===== src/rtl/core/wtm_pkg.sv =====
// ----------------------------------------------------------------------------
// wtm_pkg: shared types and constants of the wildcard text matcher
// Payload structs, register indexes, byte codes and default sizes.
// ----------------------------------------------------------------------------
package wtm_pkg;

	// default sizes
	localparam int MAX_PATTERN_DEF = 16;
	localparam int COUNT_BITS_DEF  = 32;

	// register file layout
	localparam int PAT_BYTES = 16;
	localparam int PAT_W     = PAT_BYTES * 8;
	localparam int CFG_W     = 64;
	localparam int LEN_W     = 5;
	localparam int CFG_IDX_W = 2;

	localparam logic [CFG_IDX_W-1:0] CFG_PATTERN_LOW  = 2'd0;
	localparam logic [CFG_IDX_W-1:0] CFG_PATTERN_HIGH = 2'd1;
	localparam logic [CFG_IDX_W-1:0] CFG_PATTERN_LEN  = 2'd2;

	// byte codes
	localparam logic [7:0] WILDCARD_BYTE = 8'd63;
	localparam logic [7:0] NEWLINE_BYTE  = 8'd10;

	typedef struct packed {
		logic [7:0] text_byte;
		logic       text_start;
	} text_item_t;

	typedef struct packed {
		logic [31:0] line_number;
		logic [31:0] start_column;
		logic [63:0] matched_low;
		logic [63:0] matched_high;
	} match_item_t;

	typedef struct packed {
		logic        hit;
		match_item_t item;
	} match_t;

endpackage


===== src/rtl/core/wtm_match.sv =====
// ----------------------------------------------------------------------------
// wtm_match: window compare
// Compares the newest pattern_length window bytes with the pattern, wildcard
// aware, and forms the result fields.
// ----------------------------------------------------------------------------
module wtm_match import wtm_pkg::*; #(
	parameter int MAX_PATTERN = MAX_PATTERN_DEF,
	parameter int COUNT_BITS  = COUNT_BITS_DEF
) (
	input  logic [MAX_PATTERN*8-1:0] window,
	input  logic [COUNT_BITS-1:0]    line_bytes_seen,
	input  logic [COUNT_BITS-1:0]    line_count,
	input  logic [PAT_W-1:0]         pattern,
	input  logic [LEN_W-1:0]         pattern_length,
	output match_t                   match
);

	localparam int LANES = (MAX_PATTERN < PAT_BYTES) ? MAX_PATTERN : PAT_BYTES;
	localparam int IDX_W = (LANES > 1) ? $clog2(LANES) : 1;
	localparam int EXT_W = (COUNT_BITS > 32) ? COUNT_BITS : 32;

	always_comb begin
		logic [LEN_W-1:0]      len;
		logic [LEN_W-1:0]      idx;
		logic [7:0]            tb;
		logic [7:0]            pb;
		logic                  ok;
		logic [PAT_W-1:0]      matched;
		logic [COUNT_BITS-1:0] start;
		logic [EXT_W-1:0]      start_ext;
		logic [EXT_W-1:0]      count_ext;

		// clamp length into 1..LANES
		if (pattern_length == '0) begin
			len = LEN_W'(1);
		end else if (pattern_length > LEN_W'(LANES)) begin
			len = LEN_W'(LANES);
		end else begin
			len = pattern_length;
		end

		ok      = 1'b1;
		matched = '0;
		for (int i = 0; i < LANES; i++) begin
			// pattern byte i lines up with window byte len-1-i (0 is newest)
			idx = len - LEN_W'(i + 1);
			tb  = window[8 * int'(idx[IDX_W-1:0]) +: 8];
			pb  = pattern[8 * i +: 8];
			if (LEN_W'(i) < len) begin
				if (pb != WILDCARD_BYTE && pb != tb) begin
					ok = 1'b0;
				end
				matched[8 * i +: 8] = tb;
			end
		end

		start     = line_bytes_seen - COUNT_BITS'(len);
		start_ext = EXT_W'(start);
		count_ext = EXT_W'(line_count);

		match.hit               = ok && (line_bytes_seen >= COUNT_BITS'(len));
		match.item.line_number  = count_ext[31:0];
		match.item.start_column = start_ext[31:0];
		match.item.matched_low  = matched[63:0];
		match.item.matched_high = matched[127:64];
	end

endmodule


===== src/rtl/core/wildcard_text_matcher.sv =====
// ----------------------------------------------------------------------------
// wildcard_text_matcher: streaming wildcard pattern search
// Scans text one byte per transaction and reports every place where the
// current line holds the configured pattern ('?' matches any byte).
// ----------------------------------------------------------------------------
// usage
//  - config: cfg_wr_en writes cfg_data to register cfg_addr (0 pattern bytes
//    0..7, 1 pattern bytes 8..15, 2 pattern length); write only while idle
//  - input channel in_valid/in_ready carries one text byte per transaction;
//    text_start restarts the line count and clears the window first
//  - output channel out_valid/out_ready carries one match per transaction:
//    line number from 1, start column from 0 and the matched bytes
//  - a byte updates window and counters at its accept edge; the compare runs
//    in the following cycle and the result is registered, so a match passes
//    through the compare stage and the result register before out_valid
//  - throughput is one byte per cycle while the receiver keeps out_ready high;
//    the window compare and the result register set this figure
//  - a stalled receiver holds the result register; the compare stage then
//    stalls and in_ready drops only once both are occupied
//  - reset clears the window and column count, sets line count to one,
//    pattern bytes to zero and pattern length to one
//  - newline bytes produce no match; counters saturate
// ----------------------------------------------------------------------------
module wildcard_text_matcher import wtm_pkg::*; #(
	parameter int MAX_PATTERN = MAX_PATTERN_DEF,
	parameter int COUNT_BITS  = COUNT_BITS_DEF
) (
	input  logic                 clk,
	input  logic                 arst_n,
	// configuration
	input  logic                 cfg_wr_en,
	input  logic [CFG_IDX_W-1:0] cfg_addr,
	input  logic [CFG_W-1:0]     cfg_data,
	// text in
	input  logic                 in_valid,
	output logic                 in_ready,
	input  text_item_t           in_item,
	// matches out
	output logic                 out_valid,
	input  logic                 out_ready,
	output match_item_t          out_item
);

	localparam int WIN_W = MAX_PATTERN * 8;
	localparam logic [COUNT_BITS-1:0] COUNT_MAX = '1;

	// configuration registers
	logic [CFG_W-1:0] pattern_low_q;
	logic [CFG_W-1:0] pattern_high_q;
	logic [LEN_W-1:0] pattern_len_q;

	// line state, byte 0 of the window is the newest
	logic [WIN_W-1:0]      window_q;
	logic [COUNT_BITS-1:0] seen_q;
	logic [COUNT_BITS-1:0] line_count_q;

	// compare stage and result register
	logic        valid_s1;
	logic        data_s1;
	logic        valid_s2;
	match_item_t item_s2;

	logic   in_fire;
	logic   s1_go;
	match_t match;

	// compare stage moves on when the result register is free or being taken
	assign s1_go    = !valid_s2 || out_ready;
	assign in_ready = !valid_s1 || s1_go;
	assign in_fire  = in_valid && in_ready;

	// config writes, out of range indexes are dropped
	always_ff @(posedge clk or negedge arst_n) begin
		if (!arst_n) begin
			pattern_low_q  <= '0;
			pattern_high_q <= '0;
			pattern_len_q  <= LEN_W'(1);
		end else if (cfg_wr_en) begin
			unique case (cfg_addr)
				CFG_PATTERN_LOW:  pattern_low_q  <= cfg_data;
				CFG_PATTERN_HIGH: pattern_high_q <= cfg_data;
				CFG_PATTERN_LEN:  pattern_len_q  <= cfg_data[LEN_W-1:0];
				default: ;
			endcase
		end
	end

	// line state update at each accepted byte
	always_ff @(posedge clk or negedge arst_n) begin
		logic [WIN_W-1:0]      win_base;
		logic [COUNT_BITS-1:0] seen_base;
		logic [COUNT_BITS-1:0] count_base;
		if (!arst_n) begin
			window_q     <= '0;
			seen_q       <= '0;
			line_count_q <= COUNT_BITS'(1);
		end else if (in_fire) begin
			// text start wipes the line before the byte is taken
			win_base   = in_item.text_start ? '0 : window_q;
			seen_base  = in_item.text_start ? '0 : seen_q;
			count_base = in_item.text_start ? COUNT_BITS'(1) : line_count_q;
			if (in_item.text_byte == NEWLINE_BYTE) begin
				window_q     <= '0;
				seen_q       <= '0;
				line_count_q <= (count_base == COUNT_MAX) ? count_base
				                                          : count_base + COUNT_BITS'(1);
			end else begin
				window_q     <= WIN_W'({win_base, in_item.text_byte});
				seen_q       <= (seen_base == COUNT_MAX) ? seen_base
				                                         : seen_base + COUNT_BITS'(1);
				line_count_q <= count_base;
			end
		end
	end

	// compare stage: state registers already hold this byte's view
	always_ff @(posedge clk or negedge arst_n) begin
		if (!arst_n) begin
			valid_s1 <= 1'b0;
			data_s1  <= 1'b0;
		end else if (in_fire) begin
			valid_s1 <= 1'b1;
			data_s1  <= (in_item.text_byte != NEWLINE_BYTE);
		end else if (s1_go) begin
			valid_s1 <= 1'b0;
		end
	end

	wtm_match #(
		.MAX_PATTERN (MAX_PATTERN),
		.COUNT_BITS  (COUNT_BITS)
	) u_match (
		.window          (window_q),
		.line_bytes_seen (seen_q),
		.line_count      (line_count_q),
		.pattern         ({pattern_high_q, pattern_low_q}),
		.pattern_length  (pattern_len_q),
		.match           (match)
	);

	// result register
	always_ff @(posedge clk or negedge arst_n) begin
		if (!arst_n) begin
			valid_s2 <= 1'b0;
		end else if (valid_s1 && data_s1 && s1_go && match.hit) begin
			valid_s2 <= 1'b1;
		end else if (out_ready) begin
			valid_s2 <= 1'b0;
		end
	end

	always_ff @(posedge clk) begin
		if (valid_s1 && data_s1 && s1_go && match.hit) begin
			item_s2 <= match.item;
		end
	end

	assign out_valid = valid_s2;
	assign out_item  = item_s2;

	// a hit leaving the compare stage always lands in the result register
	assert property (@(posedge clk) disable iff (!arst_n)
		(valid_s1 && data_s1 && s1_go && match.hit) |=> valid_s2)
		else $error("match lost between compare stage and result register");

	// a newline leaves an empty line behind
	assert property (@(posedge clk) disable iff (!arst_n)
		(in_fire && in_item.text_byte == NEWLINE_BYTE) |=>
		(seen_q == '0 && window_q == '0))
		else $error("newline did not clear the line state");

	// text start on an ordinary byte restarts at line one
	assert property (@(posedge clk) disable iff (!arst_n)
		(in_fire && in_item.text_start && in_item.text_byte != NEWLINE_BYTE) |=>
		(line_count_q == COUNT_BITS'(1) && seen_q == COUNT_BITS'(1)))
		else $error("text start did not restart the counters");

	// a stalled result blocks the compare stage from dropping its byte
	assert property (@(posedge clk) disable iff (!arst_n)
		(valid_s1 && !s1_go) |=> valid_s1)
		else $error("compare stage dropped a byte while stalled");

endmodule


===== config.mk =====
export PLATFORM = sky130hd
export DESIGN_NAME = wildcard_text_matcher
export DESIGN_NICKNAME = d
export VERILOG_FILES = /design/src/rtl/core/wtm_pkg.sv /design/src/rtl/core/wtm_match.sv /design/src/rtl/core/wildcard_text_matcher.sv
export SDC_FILE = /design/constraint.sdc
export NUM_CORES = 1
export LEC_CHECK = 0
export BUFFER_PORTS_ARGS = -buffer_cell sky130_fd_sc_hd__buf_2
export CELL_PAD_IN_SITES_DETAIL_PLACEMENT = 1
export CELL_PAD_IN_SITES_GLOBAL_PLACEMENT = 2
export CORE_AREA = 4 4 338 340
export DETAILED_ROUTE_END_ITERATION = 6
export DIE_AREA = 0 0 342 344
export HOLD_SLACK_MARGIN = 0.02
export PLACE_DENSITY_LB_ADDON = 0.1
export SKIP_CTS_REPAIR_TIMING = 1
export SLEW_MARGIN = 10
export SYNTH_ARGS = -nofsm -noshare
export SYNTH_HDL_FRONTEND = slang
export SYNTH_SLANG_ARGS = --single-unit

===== constraint.sdc =====
create_clock -name clk -period 21.1 [get_ports clk]
set_clock_uncertainty 0.05 [all_clocks]
set_input_delay 2.11 -clock clk [delete_from_list [all_inputs] [get_ports clk]]
set_output_delay 2.11 -clock clk [all_outputs]
set_load 0.01 [all_outputs]

* After elaboration in Yosys (flattened, before gate mapping)
Index checks and enable logic that the tools add are counted.
** Operators by class
- Reductions and logical operators :: 32
- Multiplexer cells :: 46
- Add/subtract/negate cells :: 19
- Equal/unequal tests :: 38
- Order comparisons :: 18
- Shift-type cells :: 16
** Operators by type and width (number)
- $shiftx A128 B8 Y8 :: 16
- $mux W32 :: 6
- $mux W128 :: 1
- $ne A8 B6 Y1 const B :: 16
- $ne A8 B8 Y1 :: 16
- $mux W120 :: 1
- $add A32 B1 Y32 const B :: 2
- $eq A32 B32 Y1 const B :: 2
- $lt A4 B5 Y1 const A :: 8
- $mux W1 :: 36
- $ge A32 B5 Y1 :: 1
- $sub A32 B5 Y32 :: 1
- $sub A4 B4 Y4 const B :: 8
- $logic_and A1 B1 Y1 :: 21
- $lt A3 B5 Y1 const A :: 4
- $sub A4 B3 Y4 const B :: 4
- $lt A1 B5 Y1 const A :: 2
- $lt A2 B5 Y1 const A :: 2
- $mux W5 :: 2
- $eq A8 B4 Y1 const B :: 1
- $ne A8 B4 Y1 const B :: 1
- $sub A4 B1 Y4 const B :: 2
- $sub A4 B2 Y4 const B :: 2
- $reduce_and A2 Y1 :: 3
- other kinds (8) :: 11
** Storage, ports and cells
- Flip-flop bits (word level) :: 520
- Output and inout bits :: 194

* Longest topological paths before layout
- Depth after elaboration :: 42
- Depth in mapped cells :: 19

* By module
From an unflattened synthesis, not the netlist that was laid out.
** Unflattened totals
- Cell total of the unflattened synthesis :: 2892
- Area total of the unflattened synthesis :: 30255.3 um^2
** Modules (own cells, without submodules)
- wildcard_text_matcher :: instances 1, cells each 1279, area each 19566.3 um^2
- wtm_match :: instances 1, cells each 1613, area each 10689.0 um^2

* Least setup slack after synthesis
No wires, ideal clock.
- Path kind :: register to register
- From :: register pattern_len_q[3]
- To :: register item_s2, in the netlist out_item[0], enable pin
- Cell stages (with the launch flop) :: 15
- Data arrival time :: 14.440 ns
- Buffers on the path :: 3
- Slack :: 5.762 ns
- Cell sequence :: dfrtp_1 nor4_4 or2_1 buf_4 inv_2 buf_6 buf_2 ha_1 xnor2_1 mux4_1 xor2_1 nor4_1 a211oi_1 or4b_1 nor4_2
** On the way
- Word-level cells in the longest chain between the ends :: 41
** RTL lines
- from (decl) :: RTL line wildcard_text_matcher.sv:50 : logic [LEN_W-1:0] pattern_len_q;
- from (signal assigned) :: RTL line wildcard_text_matcher.sv:82 : CFG_PATTERN_LEN: pattern_len_q <= cfg_data[LEN_W-1:0];
- $gt A5 B5 Y1 :: RTL line wtm_match.sv:36 : end else if (pattern_length > LEN_W'(LANES)) begin
- $mux W5 :: RTL line wtm_match.sv:36
- $mux W5 * :: RTL line wtm_match.sv:34 : if (pattern_length == '0) begin
- $sub A4 B1 Y4 :: RTL line wtm_match.sv:46 : idx = len - LEN_W'(i + 1);
- $shiftx A128 B8 Y8 :: RTL line wtm_match.sv:47 : tb = window[8 * int'(idx[IDX_W-1:0]) +: 8];
- $ne A8 B8 Y1 :: RTL line wtm_match.sv:50 : if (pb != WILDCARD_BYTE && pb != tb) begin
- $logic_and A1 B1 Y1 :: RTL line wtm_match.sv:50
- $mux W1 :: RTL line wtm_match.sv:50
- [25 not listed]
- $mux W1 :: RTL line wtm_match.sv:50
- $mux W1 :: RTL line wtm_match.sv:49 : if (LEN_W'(i) < len) begin
- $mux W1 :: RTL line wtm_match.sv:50
- $mux W1 :: RTL line wtm_match.sv:49
- $mux W1 :: RTL line wtm_match.sv:50
- $mux W1 :: RTL line wtm_match.sv:49
- $logic_and A1 B1 Y1 * :: RTL line wtm_match.sv:61 : match.hit = ok && (line_bytes_seen >= COUNT_BITS'(len));
- $logic_and A1 B1 Y1 * :: RTL line wildcard_text_matcher.sv:153 : if (valid_s1 && data_s1 && s1_go && match.hit) begin
- to (signal assigned) :: RTL line wildcard_text_matcher.sv:154 : item_s2 <= match.item;
- to (decl) :: RTL line wildcard_text_matcher.sv:61 : match_item_t item_s2;
Mark *: on every way between the ends. The rest lies on a longest branch, timed or not.
A chain may end at the register's enable or synchronous reset.

* Worst setup path in the final report
- From :: register pattern_len_q[4]
- To :: register item_s2, in the netlist out_item[146], enable pin
The elaborated chain is that of the path after synthesis.

==> impl_metrics.py <==
metrics = {
    "power": {
        "p_per_area_mw_per_mm2": 104,
        "internal_power_mw": 2.27,
        "combPwrFrac": 0.335,
        "p_seq_frac": 0.336,
        "leakage_nw": 14.0,
        "p_sw_mw": 1.37,
        "clock_power_share": 0.329,
        "vdd_ir_drop_max_uv": 52.4,
        "swShare": 0.376,
    },
    "global_routing": {
        "grt_pass1_wl_um": 192000,
        "antenna_found_initial": 3,
        "grt-ovfl-total": 0,
        "grt_usage": 0.221,
        "grt_pass1_vias": 25900,
        "grt_max_degree": 139,
    },
    "floorplan": {
        "start_util": 0.268,
        "rows": 123,
        "fp.dieW_um": 342,
        "dieArea_mm2": 0.118,
        "fp.dieH_um": 344,
        "io-pin-count": 274,
        "core-area_mm2": 0.112,
    },
    "route": {
        "via_count": 24900,
        "drtAntennaViolNets": 0,
        "drtIter0Drc": 1631,
        "post_drt_wl_per_cell_um": 29.6,
        "vias_per_cell": 5.55,
        "drc": 0,
        "routed_wl_um": 133000,
        "firstDrtPassIters": 5,
    },
    "worst_setup_path": {
        "start_kind": "flop",
        "cp_max_fo": 65,
        "worstPathArrival_ns": 8.38,
        "max_stage_delay_ns": 1.01,
        "cp_slowest_cell": "a2111oi_0",
        "worst_ep_required_time_ns": 21.31,
        "crit_family": "simple AND/OR/NAND/NOR gates",
        "crit_type": "reg2reg",
        "crit_path_end_kind": "flop",
        "path_cells": "buf_4 -> nand2b_1 -> buf_4 -> inv_2 -> ha_1 -> nor4_1 -> a31oi_2 -> o22a_1 -> a21oi_1 -> nand4b_1 -> or4_1 -> a2111oi_0 -> or4b_1 -> nor4_4 -> buf_4 -> buf_4",
        "path_buf_inv": 5,
        "cpMostUsedCell": "buf_4",
    },
    "layout": {
        "final_nets": 3027,
        "drive_gt1_frac": 0.243,
        "fillers": 12400,
        "mostFrequentLayoutCell": "dfrtp_1",
        "layout_common_cells": "325 x dfrtp_1, 272 x buf_2, 230 x nand2_1, 192 x edfxtp_1, 155 x mux2_2",
        "syn2layout_area_growth_pct": 17.4,
    },
    "timing": {
        "relSlewSlack": 0.189,
        "setup_viol": 0,
        "fin_crit_sh": 0.387,
        "hold_viol": 0,
        "fmaxAchievable_mhz": 122,
        "worst_slew_pin_slew_ns": 1.19,
        "rsz0062_at_grt": "false",
        "tns_ns": 0,
        "maxSlewViolCount": 0,
        "min_period_ns": 8.17,
        "hold_slack_ns": 0.442,
    },
    "synthesis": {
        "synth_edf_count": 192,
        "yosysUniqueCellTypes": 93,
        "synth-simple-area-share": 0.125,
        "synth-seq-cells": 520,
        "synth_area_mm2": 0.0299,
        "ys.flop_type": "dfrtp_1",
        "ys.warnings.count": 0,
        "synth_area_leader_cell": "dfrtp_1",
        "yosysSeqAreaShare": 0.467,
        "syn_nets": 2818,
        "synthXorXnorAreaFrac": 0.0514,
        "ys_top_cells_by_area": "dfrtp_1 27%, edfxtp_1 19%, mux2_2 5.8%",
        "postSynthAreaPerCell_um2": 11.0,
        "synth_top_area_frac": 0.272,
        "synth_compound_area_frac": 0.176,
        "synthAdderAreaFrac": 0.00535,
        "synth_top_family_by_area": "compound AO/OA/AOI/OAI gates",
        "muxShareOfSynthArea": 0.143,
        "synthArstFlopShare": 0.631,
        "syn_inst": 2726,
    },
    "cts": {
        "htreeDepth": 3,
        "cts_made_buffers": 67,
        "clock_latency_ns": 0.66,
        "clock_sinks": 520,
        "clockBufferDepth": 3,
        "cts_tree": "built",
        "root_buffer": "clkbuf_16",
        "clk_pin_slew_worst_paths_ns": 0.06,
    },
    "place": {
        "globalplace.congestion": 0.868,
        "dpl.hpwl_um": 97000,
        "port_buffers": 273,
    },
    "hold_path": {
        "hp-class": "reg2reg",
    },
    "run_status": {
        "status": "complete, no violations",
    },
    "run": {
        "maxCapViolCount": 0,
    },
}
sequential cells by signal, indices dropped and copies added (netlist names), 5 cells and up:
signal / flops
out_item: 192
window_q: 128
pattern_high_q: 64
pattern_low_q: 64
line_count_q: 32
seen_q: 32
pattern_len_q: 5
stage by stage:
step	utilization	area, um2	worst slack (ns)	power, mW	cells
5_1_grt	0.315	35100	12.53	3.82	4489
3_3_place_gp	0.294	32800	12.94	2.44	4365
4_1_cts	0.315	35100	12.69	3.69	4488
6_report	0.315	35100	12.93	3.64	4491
3_5_place_dp	0.294	32900	12.73	2.46	4365
2_1_floorplan	-	29900	5.76	2.00	2726
synthesized netlist by cell type (all sizes together), types with 22 or more instances:
cell and number:
nor2 132, o21ai 119, buf 67, nor3 25, and2 38, nand2 231
nor4 42, mux4 60, a22oi 72, a22o 127, o22ai 65, inv 22
mux2i 116, edfxtp 192, xnor2 74, xor2 100, dfrtp 326, nor2b 37
and3 25, mux2 155, o221ai 44, nand3 51, or2 39, a31oi 24
nand4 41, clkbuf 129, a21oi 119
cell families (layout without fill, tap and decap cells):
kind of cell | Yosys count | after routing
compound gates | 734 | 734
xor+xnor | 174 | 174
fa+ha+maj | 13 | 13
buf+inv | 218 | 481
flops | 520 | 520
mux | 331 | 331
other cells | 0 | 2
simple gates | 736 | 736
cell type report:
cell class                 instances  area (um2)  share of cell area
tap                             1500        1880              0.0534
timing repair buffer             336        1860              0.0530
inverter                          22        83.8             0.00239
antenna                            2        5.00            0.000142
sequential                       520       14000               0.398
clock inverter                    34         448              0.0127
clock buffer                      89        1830              0.0521
multi-input combinational       1988       15100               0.428
worst reg2reg max path, cell delays in order (launching register included):
cell	delay, ns
dfrtp_1	0.41
buf_4	0.28
nand2b_1	0.21
buf_4	0.24
inv_2	0.26
ha_1	0.80
nor4_1	0.18
a31oi_2	0.71
o22a_1	0.32
a21oi_1	0.07
nand4b_1	0.17
or4_1	0.54
a2111oi_0	1.01
or4b_1	0.70
nor4_4	0.40
buf_4	0.51
buf_4	0.79
power by group through the flow:
stage	clock network (mW)	logic, mW	registers [mW]
2_1_floorplan	0	0.810	1.19
3_3_place_gp	0	1.21	1.24
3_5_place_dp	0	1.22	1.24
4_1_cts	1.24	1.22	1.22
5_1_grt	1.29	1.31	1.23
6_report	1.20	1.22	1.22
final timing paths:
| kind | from | to | slack, ns | depth (start not counted) |
|---|---|---|---|---|
| worst max-delay path | pattern_len_q[4] | out_item[146] | 12.93 | 16 |
| worst min-delay path | seen_q[0] | seen_q[0] | 0.44 | 2 |
| worst max register to register | pattern_len_q[4] | out_item[146] | 12.93 | 16 |
| worst min register to register | seen_q[0] | seen_q[0] | 0.44 | 2 |
| max in group asynchronous | arst_n | pattern_high_q[14] | 18.25 | 2 |
| min in group asynchronous | arst_n | pattern_high_q[57] | 1.40 | 1 |
routing by layer:
layer | vias to the layer above | part of all wire | GRT usage
met5 | - | 0 | 0
met4 | 0 | 0.040 | 0.0855
met3 | 232 | 0.054 | 0.0403
met2 | 796 | 0.47 | 0.364
met1 | 13000 | 0.44 | 0.289
li1 | 10900 | - | -
(Power assumes the default switching activity.)
